## src/hdl/rc5_pkg.sv

```systemverilog
// Package for the RC5 infrared frame encoder: beat types, constants and sequencer states.
`default_nettype none
package rc5_pkg;

	// Default for the payload bit limit.
	localparam int MAX_FRAME_BITS_DEF = 11;
	// Half-bit time after reset, in microseconds.
	localparam logic [15:0] HALF_BIT_RST = 16'd889;

	localparam int DATA_W  = 11;
	localparam int COUNT_W = 4;
	localparam int DUR_W   = 16;
	localparam int ALIGN_W = 22;
	// Left-aligned payload window: it holds any count a 4-bit field can carry.
	localparam int WIN_W   = 16;
	// Two start bits and the toggle bit ahead of the payload.
	localparam int HEAD_W  = 3;
	localparam int SR_W    = HEAD_W + WIN_W;
	localparam int BITS_W  = 5;

	typedef struct packed {
		logic [DATA_W-1:0]  data;
		logic [COUNT_W-1:0] bit_count;
	} req_t;

	typedef struct packed {
		logic             carrier_on;
		logic [DUR_W-1:0] duration_us;
		logic             last;
	} res_t;

	typedef enum logic {
		ST_IDLE,
		ST_RUN
	} seq_state_t;

endpackage
`default_nettype wire

```

## src/hdl/rc5_ir_frame_encoder.sv

```systemverilog
// RC5-style Manchester frame encoder: emits one half-bit interval beat per cycle while the
// receiver does not stall. The first beat is registered once the sequencer is running.
// Each frame gives 6 + 2*bit_count result beats (bit_count clamped to MAX_FRAME_BITS),
// shifted out of a bit shift register; a new request is taken once the last beat is in the
// output register.
// Reset (arst_n, asynchronous): half-bit time 889, toggle clear, no previous frame stored.
`default_nettype none
module rc5_ir_frame_encoder import rc5_pkg::*; #(
	parameter int MAX_FRAME_BITS = MAX_FRAME_BITS_DEF
) (
	input  wire logic             clk,
	input  wire logic             arst_n,
	// frame requests
	input  wire logic             req_valid,
	output      logic             req_stall,
	input  wire req_t             req,
	// half-bit beats
	output      logic             res_valid,
	input  wire logic             res_stall,
	output      res_t             res,
	// half-bit time register
	input  wire logic             cfg_valid,
	output      logic             cfg_ready,
	input  wire logic [DUR_W-1:0] cfg_data
);

	localparam logic [BITS_W-1:0] MAX_CNT = BITS_W'(MAX_FRAME_BITS);

	seq_state_t          state_q, state_nxt;
	logic [DUR_W-1:0]    half_bit_q;
	logic                toggle_q;
	logic                prev_valid_q;
	logic [ALIGN_W-1:0]  prev_q;
	logic [SR_W-1:0]     sr_q;
	logic [BITS_W-1:0]   bits_q;
	logic                phase_q;
	logic                res_valid_q;
	res_t                res_q;

	logic                accept;
	logic                adv;
	logic                done;
	logic [BITS_W-1:0]   cnt_c;
	logic [BITS_W-1:0]   shamt;
	logic [ALIGN_W-1:0]  aligned;
	logic                toggle_nxt;
	logic [WIN_W-1:0]    win;
	logic                cur_bit;

	// config register, always ready
	assign cfg_ready = 1'b1;

	always_ff @(posedge clk or negedge arst_n) begin
		if (!arst_n) begin
			half_bit_q <= HALF_BIT_RST;
		end else if (cfg_valid && cfg_ready) begin
			half_bit_q <= cfg_data;
		end
	end

	// request decode: clamp count, align data, work out the toggle
	always_comb begin
		if ({1'b0, req.bit_count} > MAX_CNT) begin
			cnt_c = MAX_CNT;
		end else begin
			cnt_c = {1'b0, req.bit_count};
		end
		shamt      = MAX_CNT - cnt_c;
		aligned    = ALIGN_W'({{(WIN_W + 1){1'b0}}, req.data} << shamt);
		toggle_nxt = toggle_q ^ (!prev_valid_q || (prev_q != aligned));
		win        = WIN_W'({{(WIN_W - DATA_W){1'b0}}, req.data} << (BITS_W'(WIN_W) - cnt_c));
	end

	assign accept  = req_valid && !req_stall;
	assign adv     = (state_q == ST_RUN) && (!res_valid_q || !res_stall);
	assign done    = adv && phase_q && (bits_q == BITS_W'(1));
	assign cur_bit = sr_q[SR_W-1];

	// sequencer next state
	always_comb begin
		state_nxt = state_q;
		case (state_q)
			ST_IDLE: begin
				if (accept) begin
					state_nxt = ST_RUN;
				end
			end
			ST_RUN: begin
				if (done) begin
					state_nxt = ST_IDLE;
				end
			end
			default: state_nxt = ST_IDLE;
		endcase
	end

	// sequencer outputs
	always_comb begin
		case (state_q)
			ST_IDLE: req_stall = 1'b0;
			ST_RUN:  req_stall = 1'b1;
			default: req_stall = 1'b1;
		endcase
	end

	always_ff @(posedge clk or negedge arst_n) begin
		if (!arst_n) begin
			state_q <= ST_IDLE;
		end else begin
			state_q <= state_nxt;
		end
	end

	// toggle and previous-frame memory, updated as a request is taken
	always_ff @(posedge clk or negedge arst_n) begin
		if (!arst_n) begin
			toggle_q     <= 1'b0;
			prev_valid_q <= 1'b0;
			prev_q       <= '0;
		end else if (accept) begin
			toggle_q     <= toggle_nxt;
			prev_valid_q <= 1'b1;
			prev_q       <= aligned;
		end
	end

	// frame bit shift register: start, start, toggle, payload MSB first
	always_ff @(posedge clk or negedge arst_n) begin
		if (!arst_n) begin
			bits_q  <= '0;
			phase_q <= 1'b0;
		end else if (accept) begin
			bits_q  <= BITS_W'(HEAD_W) + cnt_c;
			phase_q <= 1'b0;
		end else if (adv) begin
			phase_q <= !phase_q;
			if (phase_q) begin
				bits_q <= bits_q - BITS_W'(1);
			end
		end
	end

	always_ff @(posedge clk) begin
		if (accept) begin
			sr_q <= {1'b1, 1'b1, !toggle_nxt, win};
		end else if (adv && phase_q) begin
			sr_q <= {sr_q[SR_W-2:0], 1'b0};
		end
	end

	// output register: a one is space then pulse, a zero pulse then space
	always_ff @(posedge clk or negedge arst_n) begin
		if (!arst_n) begin
			res_valid_q <= 1'b0;
		end else if (adv) begin
			res_valid_q <= 1'b1;
		end else if (!res_stall) begin
			res_valid_q <= 1'b0;
		end
	end

	always_ff @(posedge clk) begin
		if (adv) begin
			res_q.carrier_on  <= phase_q ? cur_bit : !cur_bit;
			res_q.duration_us <= half_bit_q;
			res_q.last        <= phase_q && (bits_q == BITS_W'(1));
		end
	end

	assign res_valid = res_valid_q;
	assign res       = res_q;

	// a taken request starts a frame at its first half with the header still to go
	a_start: assert property (@(posedge clk) disable iff (!arst_n)
		accept |=> (state_q == ST_RUN) && !phase_q && (bits_q >= BITS_W'(HEAD_W)))
		else $error("frame did not start cleanly");

	// no bits left over once the sequencer is idle
	a_idle_empty: assert property (@(posedge clk) disable iff (!arst_n)
		(state_q == ST_IDLE) |-> (bits_q == '0))
		else $error("sequencer idle with bits pending");

	// once a frame has been taken the previous value stays valid
	a_prev_sticky: assert property (@(posedge clk) disable iff (!arst_n)
		$past(prev_valid_q) |-> prev_valid_q)
		else $error("previous-frame flag dropped");

endmodule
`default_nettype wire

```

## config.mk

```make
export PLATFORM = sky130hd
export DESIGN_NAME = rc5_ir_frame_encoder
export DESIGN_NICKNAME = d
export VERILOG_FILES = /design/src/hdl/rc5_pkg.sv /design/src/hdl/rc5_ir_frame_encoder.sv
export SDC_FILE = /design/constraint.sdc
export NUM_CORES = 1
export LEC_CHECK = 0
export BUFFER_PORTS_ARGS = -buffer_cell sky130_fd_sc_hd__buf_2
export CORE_MARGIN = 2
export CORE_UTILIZATION = 35
export CTS_CLUSTER_DIAMETER = 60
export DETAILED_ROUTE_END_ITERATION = 6
export PLACE_DENSITY = 0.59
export SETUP_SLACK_MARGIN = 0.3
export SLEW_MARGIN = 20
export SYNTH_ARGS = -nofsm -noshare
export SYNTH_HDL_FRONTEND = slang
export SYNTH_SLANG_ARGS = --single-unit
export TNS_END_PERCENT = 100
```

## constraint.sdc

```tcl
create_clock -name clk -period 3.96 [get_ports clk]
set_input_delay 0.594 -clock clk [delete_from_list [all_inputs] [get_ports clk]]
set_output_delay 0.594 -clock clk [all_outputs]
set_load 0.05 [all_outputs]
```

==> impl_summary.log <==
INFO  metric outcome = completed
INFO  metric timing.critical_path.required = 4.05 ns
INFO  metric ctsLongestPathBuffers = 2
INFO  metric post_cts_hold_buffer_count = 0
INFO  metric ctsHtreeMaxLevel = 3
INFO  metric clock_power_share = 25.5%
INFO  metric top_library_cells_by_usage_in_the_layout_fill_and_taps_aside = 56 x nor2_1, 55 x buf_2, 54 x nand2_1
INFO  metric cts.reportedPaths.clkPinSlew = 0.07 ns
INFO  metric setup-tns-final = 0 ns
INFO  metric place_congestion = 0.969
INFO  metric globalRoute.busiestLayer = met2
INFO  metric die_y = 127 um
INFO  metric die_area = 0.0161 mm2
INFO  metric areaGrowthSynthToFinish = 15.4%
INFO  metric num_vias = 4662
INFO  metric cts_buffers = 9
INFO  metric worst_path_dominant_cell_family = simple AND/OR/NAND/NOR gates
INFO  metric fin_skew = 0.00781 ns
INFO  metric final_net_count = 654
INFO  metric netlist-cell-type-count = 76
INFO  metric globalRouteTotalUtil = 18.7%
INFO  metric finalWorstSetupSlack = 0.642 ns
INFO  metric met2_usage = 28.2%
INFO  metric core_area = 0.0146 mm2
INFO  metric net-switching-power = 1190 uW
INFO  metric global_route_congestion_overflow_total = 0
INFO  metric postRouteWirelength = 14800 um
INFO  metric synth_flop_cell = dfrtp_1
INFO  metric pre_cts_slack = 0.326 ns
INFO  metric grt_pass1_wl = 23900 um
INFO  metric final_cycle_share = 83.8%
INFO  metric worstRegToRegCells = 8
INFO  metric path_max_fanout = 26
INFO  metric crit_path_start_kind = input port
INFO  metric n_antenna_cell = 0
INFO  metric grt_max_degree = 49
INFO  metric rsz_0062_raised_after_global_routing = no
INFO  metric drive_gt1_share = 23.0%
INFO  metric synth_top_cells_by_area = edfxtp_1 20%, dfrtp_1 19%, mux2_2 4.3%
INFO  metric mostFrequentLayoutCell = nor2_1
INFO  metric synth_fp_nets = 606
INFO  metric destination_of_the_worst_register_to_register_timing_path = sr_q[16]$_DFFE_PP_
INFO  metric yosysWarnings = 0
INFO  metric cts-resized-gates = 0
INFO  metric report.final.hold_viol_count = 0
INFO  metric die_width = 127 um
INFO  metric end_kind = flop
INFO  metric combPwrFrac = 31.5%
INFO  metric clock.fmax = 301 MHz
INFO  metric vdd.ir_drop.worst = 313 uV
INFO  metric synth_edf_count = 35
INFO  metric ys_ff_latch = 85
INFO  metric rr_startpoint = prev_q[21]$_DFFE_PN0P_
INFO  metric critical_path.max_stage_delay = 0.60 ns
INFO  metric post_synthesis_cell_area = 0.00530 mm2
INFO  metric timing.final.max_slew_violations = 0
INFO  metric globalRouteMet3Util = 3.98%
INFO  metric route.detailed.vias_per_inst = 5.79
INFO  metric start_util = 36.2%
INFO  metric cap_viol_max_count = 0
INFO  metric report.final.setup_viol = 0
INFO  metric internal_dissipation = 2150 uW
INFO  metric total_power_of_the_final_layout = 3340 uW
INFO  metric antenna_violating_nets_post_route = 0
INFO  metric synth_area_per_cell = 9.33 um2
INFO  metric clk-insertion-delay-late = 0.34 ns
INFO  metric cp_num_buf_inv = 2
INFO  metric power_leakage = 0.00249 uW
INFO  metric worstMarginPinSlew = 0.772 ns
INFO  metric power.switching_fraction = 35.7%
INFO  metric antenna_found_initial = 0
INFO  metric drt_iter0_markers = 418
INFO  metric relative_slew_slack = 48.4%
INFO  metric detailed_place.area = 0.00581 mm2
INFO  metric ctsRootBufferMaster = clkbuf_16
INFO  metric floorplan.rows = 44
INFO  metric syn_inst = 568
INFO  metric total_half_perimeter_wirelength_after_legalization_and_detailed_placement = 10500 um
INFO  metric post-synth-top-area-fraction = 19.8%
INFO  metric min_path_type = in -> async
INFO  metric finalCoreUtilization = 41.8%
INFO  metric cp_slowest_cell = mux4_2
INFO  metric pwr_density_cell = 546 mW/mm2
INFO  metric cts_tree = built
INFO  metric via_count_of_the_first_global_routing_pass = 4464
INFO  metric synth_async_reset_ratio = 56.5%
INFO  metric arrival = 3.41 ns
INFO  metric design_area = 0.00611 mm2
INFO  metric sequential_cell_area = 0.00230 mm2
INFO  metric io_buffers = 55
INFO  metric synth-seq-area-share = 43.4%
INFO  metric post-route-drc-count = 0
INFO  metric share_seq_of_total_power = 43.0%
INFO  metric setup.reg_to_reg.worst_slack = 1.33 ns
INFO  metric fillers = 1464
INFO  metric synth_top_area_cell = edfxtp_1
INFO  metric detailedRoute.firstPassIterationCount = 5
INFO  metric clock_sink_count = 85
INFO  metric total_area_of_multi_input_combinational_cells = 0.00274 mm2
INFO  metric final_period_minus_worst_setup_slack = 3.32 ns
INFO  metric worst-setup-path-type = in -> reg
INFO  metric crit_path_cell_chain = buf_2 -> clkinv_1 -> mux4_2 -> nor3b_1 -> a311o_1 -> nor3_1 -> nand4_1 -> nor4_2 -> nand3b_1 -> nand3_1
INFO  metric postCtsSetupBuffers = 0
INFO  metric drt-wirelength-per-cell = 18.4 um
INFO  metric globalRouteMet1Util = 25.6%
INFO  metric top_level_ports = 57
final cells by class:
class,count,share of cell area [%]
Timing Repair Buffer,84,8.06
Clock inverter,7,1.31
Multi-Input combinational cell,425,44.9
Clock buffer,9,3.68
Inverter,11,0.675
Sequential cell,85,37.6
Tap cell,184,3.77
power by group through the flow:
stage	logic, uW	clock network, uW	registers (uW)
after global routing	1180	918	1470
after floorplan	674	0	1510
after CTS	1060	876	1430
final	1050	852	1430
after detailed placement	1050	0	1440
after global placement	1030	0	1440
worst max path at each step:
stage / start / endpoint / slack, ns / cells past startpoint
2_1_floorplan: state_q$_DFF_PN0_ / bits_q[2]$_DFFE_PN0P_ / 0.69 / 6
3_3_place_gp: req[0] / sr_q[16]$_DFFE_PP_ / 0.35 / 10
3_5_place_dp: req[0] / sr_q[16]$_DFFE_PP_ / 0.33 / 10
4_1_cts: req[0] / sr_q[16]$_DFFE_PP_ / 0.69 / 10
5_1_grt: req[0] / sr_q[16]$_DFFE_PP_ / 0.39 / 10
6_report: req[0] / sr_q[16]$_DFFE_PP_ / 0.64 / 10
per-layer routing:
layer / wire length, um / up-vias
li1: - / 2207
met1: 6760 / 2252
met2: 6570 / 164
met3: 886 / 39
met4: 601 / 0
met5: 0 / -
registers in the layout, indices dropped and copies added, names as in the netlist:
name,count
toggle_q,1
phase_q,1
state_q,1
sr_q,19
res,18
prev_valid_q,1
res_valid,1
half_bit_q,16
prev_q,22
bits_q,5
stage by stage:
step / hold WS, ns / std cells
6_report: 0.360 / 805
5_1_grt: 0.410 / 805
4_1_cts: 0.385 / 805
3_5_place_dp: 0.428 / 789
3_3_place_gp: 0.423 / 789
2_1_floorplan: 0.298 / 568
kinds of logic after synthesis:
logic type | count (synthesis) | synth area share, %
adder cells (fa/ha/maj) | 2 | 0.472
other | 2 | 0.142
AND/OR/NAND/NOR | 207 | 19.4
multiplexers | 33 | 7.25
AO/OA/AOI/OAI | 164 | 21.7
XOR/XNOR | 17 | 2.81
buffers and inverters | 58 | 4.86
flip-flops | 85 | 43.4
synth_stat cells (4+ instances only):
master and instances:
o31ai_1 4, o21a_1 6, a21o_1 13, and2_1 8, a31oi_1 5, a211oi_1 8
nand3_1 19, a22o_1 5, nand4_1 4, a21oi_1 23, edfxtp_1 35, buf_2 13
mux2_2 20, o221ai_1 5, nor3_1 12, xor2_1 9, dfrtp_1 41, nor4_1 9
o2111ai_1 6, mux2i_1 11, dfstp_2 7, nand2b_1 8, xnor2_1 8, o211ai_1 6
or3_1 5, clkbuf_1 25, and3_1 4, nor2b_1 7, o21ai_0 39, nand2_1 54
o22ai_1 8, a22oi_1 5, inv_1 10, buf_1 4, nor2_1 56
Power figures use the tool's default switching activity.
